<file path="src/rtl/rhmw_pkg.sv">
// Package of the right-hand maze walker: constants, item types and control structs.
`timescale 1ns / 1ps
`default_nettype none

package rhmw_pkg;

  // Default and limits of the maze geometry.
  localparam int MaxGridDefault = 64;
  localparam int PosLimit       = 64;
  localparam logic [6:0] GridMin      = 7'd2;
  localparam logic [6:0] GridSizeRst  = 7'd64;

  // Headings, in the order of a left turn.
  localparam logic [1:0] DirUp    = 2'd0;
  localparam logic [1:0] DirLeft  = 2'd1;
  localparam logic [1:0] DirDown  = 2'd2;
  localparam logic [1:0] DirRight = 2'd3;

  // Heading increments for a quarter turn.
  localparam logic [1:0] TurnLeft  = 2'd1;
  localparam logic [1:0] TurnRight = 2'd3;

  // Item modes.
  localparam logic ModeLoad = 1'b0;
  localparam logic ModeStep = 1'b1;

  typedef struct packed {
    logic       mode;
    logic [5:0] cell_row;
    logic [5:0] cell_col;
    logic       is_wall;
    logic       is_start;
  } in_item_t;

  typedef struct packed {
    logic       moved;
    logic [1:0] direction;
    logic [5:0] pos_row;
    logic [5:0] pos_col;
    logic       reached_exit;
    logic       stuck;
  } out_item_t;

  typedef enum logic [2:0] {
    S_IDLE,
    S_START,
    S_PROBE,
    S_CHECK,
    S_DONE
  } state_e;

  // Commands from the controller to the datapath.
  typedef struct packed {
    logic capture;
    logic do_load;
    logic start_step;
    logic probe_rd;
    logic advance;
    logic do_move;
    logic set_stuck;
    logic out_load;
  } cmd_t;

  // Status from the datapath to the controller.
  typedef struct packed {
    logic is_step;
    logic exit_done;
    logic nb_inside;
    logic nb_wall;
    logic last_try;
  } status_t;

endpackage

`default_nettype wire

</file>
<file path="src/rtl/rhmw_ctrl.sv">
// Controller state machine of the maze walker: sequences loads, probes and result transfers.
`timescale 1ns / 1ps
`default_nettype none

module rhmw_ctrl (
  input  wire logic              clk_i,
  input  wire logic              rst_ni,
  input  wire logic              in_valid_i,
  output logic                   in_ready_o,
  output logic                   out_valid_o,
  input  wire logic              out_ready_i,
  output rhmw_pkg::cmd_t         cmd_o,
  input  wire rhmw_pkg::status_t st_i
);
  import rhmw_pkg::*;

  state_e state_q, state_d;
  logic   out_valid_q, out_valid_d;
  logic   out_free;

  assign out_free = !out_valid_q || out_ready_i;

  always_ff @(posedge clk_i or negedge rst_ni) begin
    if (!rst_ni) begin
      state_q     <= S_IDLE;
      out_valid_q <= 1'b0;
    end else begin
      state_q     <= state_d;
      out_valid_q <= out_valid_d;
    end
  end

  // Next state.
  always_comb begin
    state_d = state_q;
    case (state_q)
      S_IDLE: begin
        if (in_valid_i) state_d = S_START;
      end
      S_START: begin
        if (st_i.is_step && !st_i.exit_done) state_d = S_PROBE;
        else state_d = S_DONE;
      end
      S_PROBE: begin
        if (st_i.nb_inside) state_d = S_CHECK;
        else if (st_i.last_try) state_d = S_DONE;
      end
      S_CHECK: begin
        if (!st_i.nb_wall || st_i.last_try) state_d = S_DONE;
        else state_d = S_PROBE;
      end
      S_DONE: begin
        if (out_free) state_d = S_IDLE;
      end
      default: state_d = S_IDLE;
    endcase
  end

  // Outputs and commands.
  always_comb begin
    cmd_o       = '0;
    in_ready_o  = 1'b0;
    out_valid_d = out_valid_q && !out_ready_i;
    case (state_q)
      S_IDLE: begin
        in_ready_o    = 1'b1;
        cmd_o.capture = in_valid_i;
      end
      S_START: begin
        cmd_o.do_load    = !st_i.is_step;
        cmd_o.start_step = st_i.is_step && !st_i.exit_done;
      end
      S_PROBE: begin
        if (st_i.nb_inside) cmd_o.probe_rd = 1'b1;
        else if (st_i.last_try) cmd_o.set_stuck = 1'b1;
        else cmd_o.advance = 1'b1;
      end
      S_CHECK: begin
        if (!st_i.nb_wall) cmd_o.do_move = 1'b1;
        else if (st_i.last_try) cmd_o.set_stuck = 1'b1;
        else cmd_o.advance = 1'b1;
      end
      S_DONE: begin
        if (out_free) begin
          cmd_o.out_load = 1'b1;
          out_valid_d    = 1'b1;
        end
      end
      default: ;
    endcase
  end

  assign out_valid_o = out_valid_q;

endmodule

`default_nettype wire

</file>
<file path="config.mk">
export PLATFORM = sky130hd
export DESIGN_NAME = rhmw_ctrl
export DESIGN_NICKNAME = d
export VERILOG_FILES = /design/src/rtl/rhmw_pkg.sv /design/src/rtl/rhmw_ctrl.sv
export SDC_FILE = /design/constraint.sdc
export NUM_CORES = 1
export LEC_CHECK = 0
export BUFFER_PORTS_ARGS = -buffer_cell sky130_fd_sc_hd__buf_2
export CAP_MARGIN = 20
export CORE_AREA = 10 10 47 49
export CTS_BUF_LIST = sky130_fd_sc_hd__clkbuf_2
export DETAILED_ROUTE_END_ITERATION = 10
export DIE_AREA = 0 0 57 59
export GPL_ROUTABILITY_DRIVEN = 0
export SYNTH_ARGS = -nofsm -noshare
export SYNTH_HDL_FRONTEND = slang
export SYNTH_SLANG_ARGS = --single-unit
</file>
<file path="constraint.sdc">
create_clock -name clk_i -period 1.05 [get_ports clk_i]
set_input_delay 0.1575 -clock clk_i [delete_from_list [all_inputs] [get_ports clk_i]]
set_output_delay 0.1575 -clock clk_i [all_outputs]
set_load 0.02 [all_outputs]
</file>
# After elaboration in Yosys (flattened, before gate mapping)
# Index checks and enable logic that the tools add are counted.
# totals
input_bits,9
regBits,4
# op_classes
eq_ne,7
n_reduce_logical,11
muxes,26
# ops
op,n
3-bit 2-to-1 mux,6
1-bit 2-to-1 mux,16
3-bit case mux with 5 select lines,1
3-bit by 2-bit == test with 1-bit output (second input constant),2
1-bit zero test,5
2-bit inequality test (second input constant),2
1-bit case mux with 2 select lines,2
3-bit by 1-bit == test with 1-bit output (second input constant),1
3-bit == test (second input constant),1
3-bit zero test,1
3-bit inequality test (second input constant),1
3-bit AND reduction,1
1-bit logical AND,2
1-bit logical OR,2
2-bit 2-to-1 mux,1

# Longest topological paths before layout
# depth
word_depth,4
depth_mapped,4
mapped_depth_nobuf,3

# Worst setup path before layout
# OpenSTA, ideal clock, no wires.
# synth_path
path_type,flip-flop to output port
start,register state_q[2]
end,output cmd_o[2] (netlist name)
arrival_ns,1.153
path_slack_ns,-0.261
n_path_buf,1
path_stages_with_launch,4
path_cell_list,dfrtp_1 -> buf_6 -> nand2b_4 -> nor3b_1
# synth_rtl
element,line,source
"start, declared",rhmw_ctrl.sv:17,"state_e state_q, state_d;"
"start signal, assigned",rhmw_ctrl.sv:28,state_q <= state_d;
"end, declared",rhmw_ctrl.sv:12,"output rhmw_pkg::cmd_t cmd_o,"

==> metrics.yaml <==
yosys:
  synth_simple_gate_area_share_pct: 48.0
  synthMuxAreaShare_pct: 0
  yosys_warnings: 0
  synth_top_family_by_area: "simple AND/OR/NAND/NOR gates"
  synth-compound-area-share_pct: 11.3
  ys_ff_latch: 4
  synth_area_um2: 344
  synthXorXnorAreaFrac_pct: 0
  yosys.cell_types.count: 24
  synth-seq-area-share_pct: 29.1
  syn_area_per_cell_um2: 9.56
  syn_inst: 36
  syn-num-nets: 45
  yosys.area_share.adder_pct: 0
drt:
  m1WireLength_um: 421
  first_pass_iters: 4
  vias: 384
  drc: 0
  dr_wl_met3_um: 85
  top_layer_used: "met3"
  detail-route-antenna-nets: 0
  drtIter0Drc: 2
  drt-total-wl_mm: 1.11
  wl_met2_um: 607
  wl_per_cell_um: 13.9
  viasPerCell: 4.80
placed_design:
  placed_cells: 73
  port_buffers: 18
  pre_cts_slack_ns: -0.210
  hpwl_um: 780
setup_path:
  cp-end-kind: "primary output"
  critPathSlowestCell: "dfrtp_2"
  path_class: "register to primary output"
  crit_arrival_ns: 1.22
  cp_top_family: "flip-flops"
  crit_buf_inv: 1
  cp_max_fo: 6
  required_ns: 0.89
  path_cells: "and2b_2, and3b_2, buf_6"
  cp_slowest_stage_delay_ns: 0.46
  crit_path_start_kind: "register"
power:
  total_power_w: 0.00153
  p_per_area_nw_per_um2: 2440
  max-vdd-ir-drop_v: 0.00132
  leakagePower_nw: 0.310
cts:
  clk_pin_slew_ns: 0.05
  ctsHtreeMaxLevel: 1
  cts-root-buf: "clkbuf_2"
  numCtsBuffers: 3
  tritoncts: "yes"
  cts_max_path_buffers: 2
  clock-sinks: 4
  clock_latency_ns: 0.20
die:
  io_pins: 19
  die-width_um: 57
  core_um2: 1400
  num_rows: 14
  die-area_um2: 3360
  start_util_pct: 24.6
  die_y_um: 59
sta:
  clock.fmax_mhz: 728
  hold_viol_final: 0
  slew_headroom_pct: 84.8
  rsz0062_at_grt: "yes"
  worst_slack_ns: -0.323
  worstMarginPinSlew_ns: 0.227
  clock_skew_ns: 0.00982
  fin_crit_sh_pct: 131
  report.final.slew_viol_count: 0
  setup_viol: 12
  tns_ns: -2.91
  min_period_ns: 1.37
job:
  cap_violations: 0
layout:
  nFillCells: 157
  layout_commonest_cell: "buf_2"
  drive_gt1_share_pct: 73.4
  final_cells: 80
  final_cell_mix: "10 x buf_2, 9 x buf_6, 8 x buf_4"
  syn_to_final_growth_pct: 82.2
  nets: 75
  diodes: 0
global_route:
  grt_pass1_wl_mm: 1.87
  antenna_found_initial: 0
  globalRouteTotalUtil_pct: 6.53
  grt_start_max_net_pins: 9
  gr-total-overflow: 0
  grt_pass1_vias: 460
min_path:
  worstHoldPathType: "primary input to register"
status:
  outcome: "finished, violations left"
  violations: "setup timing"
-- sequential cells by signal (all words and copies together), names as in the netlist --
| name | count |
|---|---|
| state_q | 3 |
| out_valid_o | 1 |
-- cell usage after synthesis --
cell type / count / share of area (%)
dfrtp_1: 4 / 29
nand2_1: 4 / 4.4
nor3_1: 4 / 5.8
buf_6: 2 / 6.5
nand2b_1: 2 / 3.6
o21ai_0: 2 / 2.9
a211oi_1: 1 / 2.2
a31o_1: 1 / 2.5
a31oi_1: 1 / 1.8
and2b_2: 1 / 2.5
and3_1: 1 / 1.8
and3_2: 1 / 2.2
and3b_1: 1 / 2.5
and4bb_1: 1 / 3.6
clkbuf_8: 1 / 4.0
inv_1: 1 / 1.1
nand2b_4: 1 / 4.0
nand3b_1: 1 / 2.2
nor2_1: 1 / 1.1
nor3b_1: 1 / 2.2
nor4b_4: 1 / 6.9
o22ai_1: 1 / 1.8
or2b_2: 1 / 2.5
or3b_1: 1 / 2.5
-- power breakdown --
| group | switching [W] | internal (W) |
|---|---|---|
| Sequential | 0.000103 | 0.000226 |
| Combinational | 0.000511 | 0.000549 |
| Clock | 0.0000618 | 0.0000771 |
| Total | 0.000676 | 0.000852 |
-- through the flow --
| step | hold slack (ns) | cell area (µm²) | utilization [%] |
|---|---|---|---|
| 4_1_cts | 0.245 | 611 | 43.6 |
| 3_3_place_gp | -0.0342 | 488 | 34.8 |
| 5_1_grt | 0.289 | 627 | 44.7 |
| 2_1_floorplan | -0.138 | 369 | - |
| 6_report | 0.243 | 627 | 44.7 |
| 3_5_place_dp | -0.0326 | 488 | 34.8 |
-- worst reg2reg max path: stages, from the launching register on --
cell and delay, ns:
dfrtp_2 0.46, buf_6 0.14, or3b_1 0.34, a31oi_1 0.16, o22ai_1 0.09
-- area by class of cell --
cell class	count	area, µm²	share of cell area [%]
Clock buffer	3	15.0	2.40
Inverter	1	3.75	0.599
Multi-Input combinational cell	28	264	42.1
Sequential cell	4	103	16.4
Tap cell	16	20.0	3.19
Timing Repair Buffer	28	221	35.3
-- final timing paths --
| path | from | endpoint | slack [ns] | depth (start not counted) |
|---|---|---|---|---|
| max in group asynchronous | rst_ni | state_q[0] | 0.62 | 2 |
| max | state_q[1] | cmd_o[3] | -0.32 | 3 |
| min in group asynchronous | rst_ni | out_valid_o | 0.29 | 2 |
| min | out_ready_i | out_valid_o | 0.24 | 3 |
| max reg2reg | state_q[1] | state_q[2] | -0.27 | 4 |
| min reg2reg | out_valid_o | out_valid_o | 0.51 | 2 |
-- cell families after synthesis --
| family | Yosys count |
|---|---|
| AO/OA/AOI/OAI | 6 |
| buffers and inverters | 4 |
| AND/OR/NAND/NOR | 22 |
| flip-flops | 4 |
-- routing by layer --
layer  track usage (%)  vias to the layer above
met5                 0                        -
met4              3.02                        0
met3              1.72                        0
met2              12.4                       12
met1              6.42                      185
li1                  -                      187
-- repair_timing --
item	CTS	global route
setup endpoints to repair	12	12
pin swaps	5	3
hold endpoints to repair	4	0
hold buffers	1	0
buffers inserted	4	0
resized for setup	22	5
Note: power is estimated with default switching activity, not from simulation.
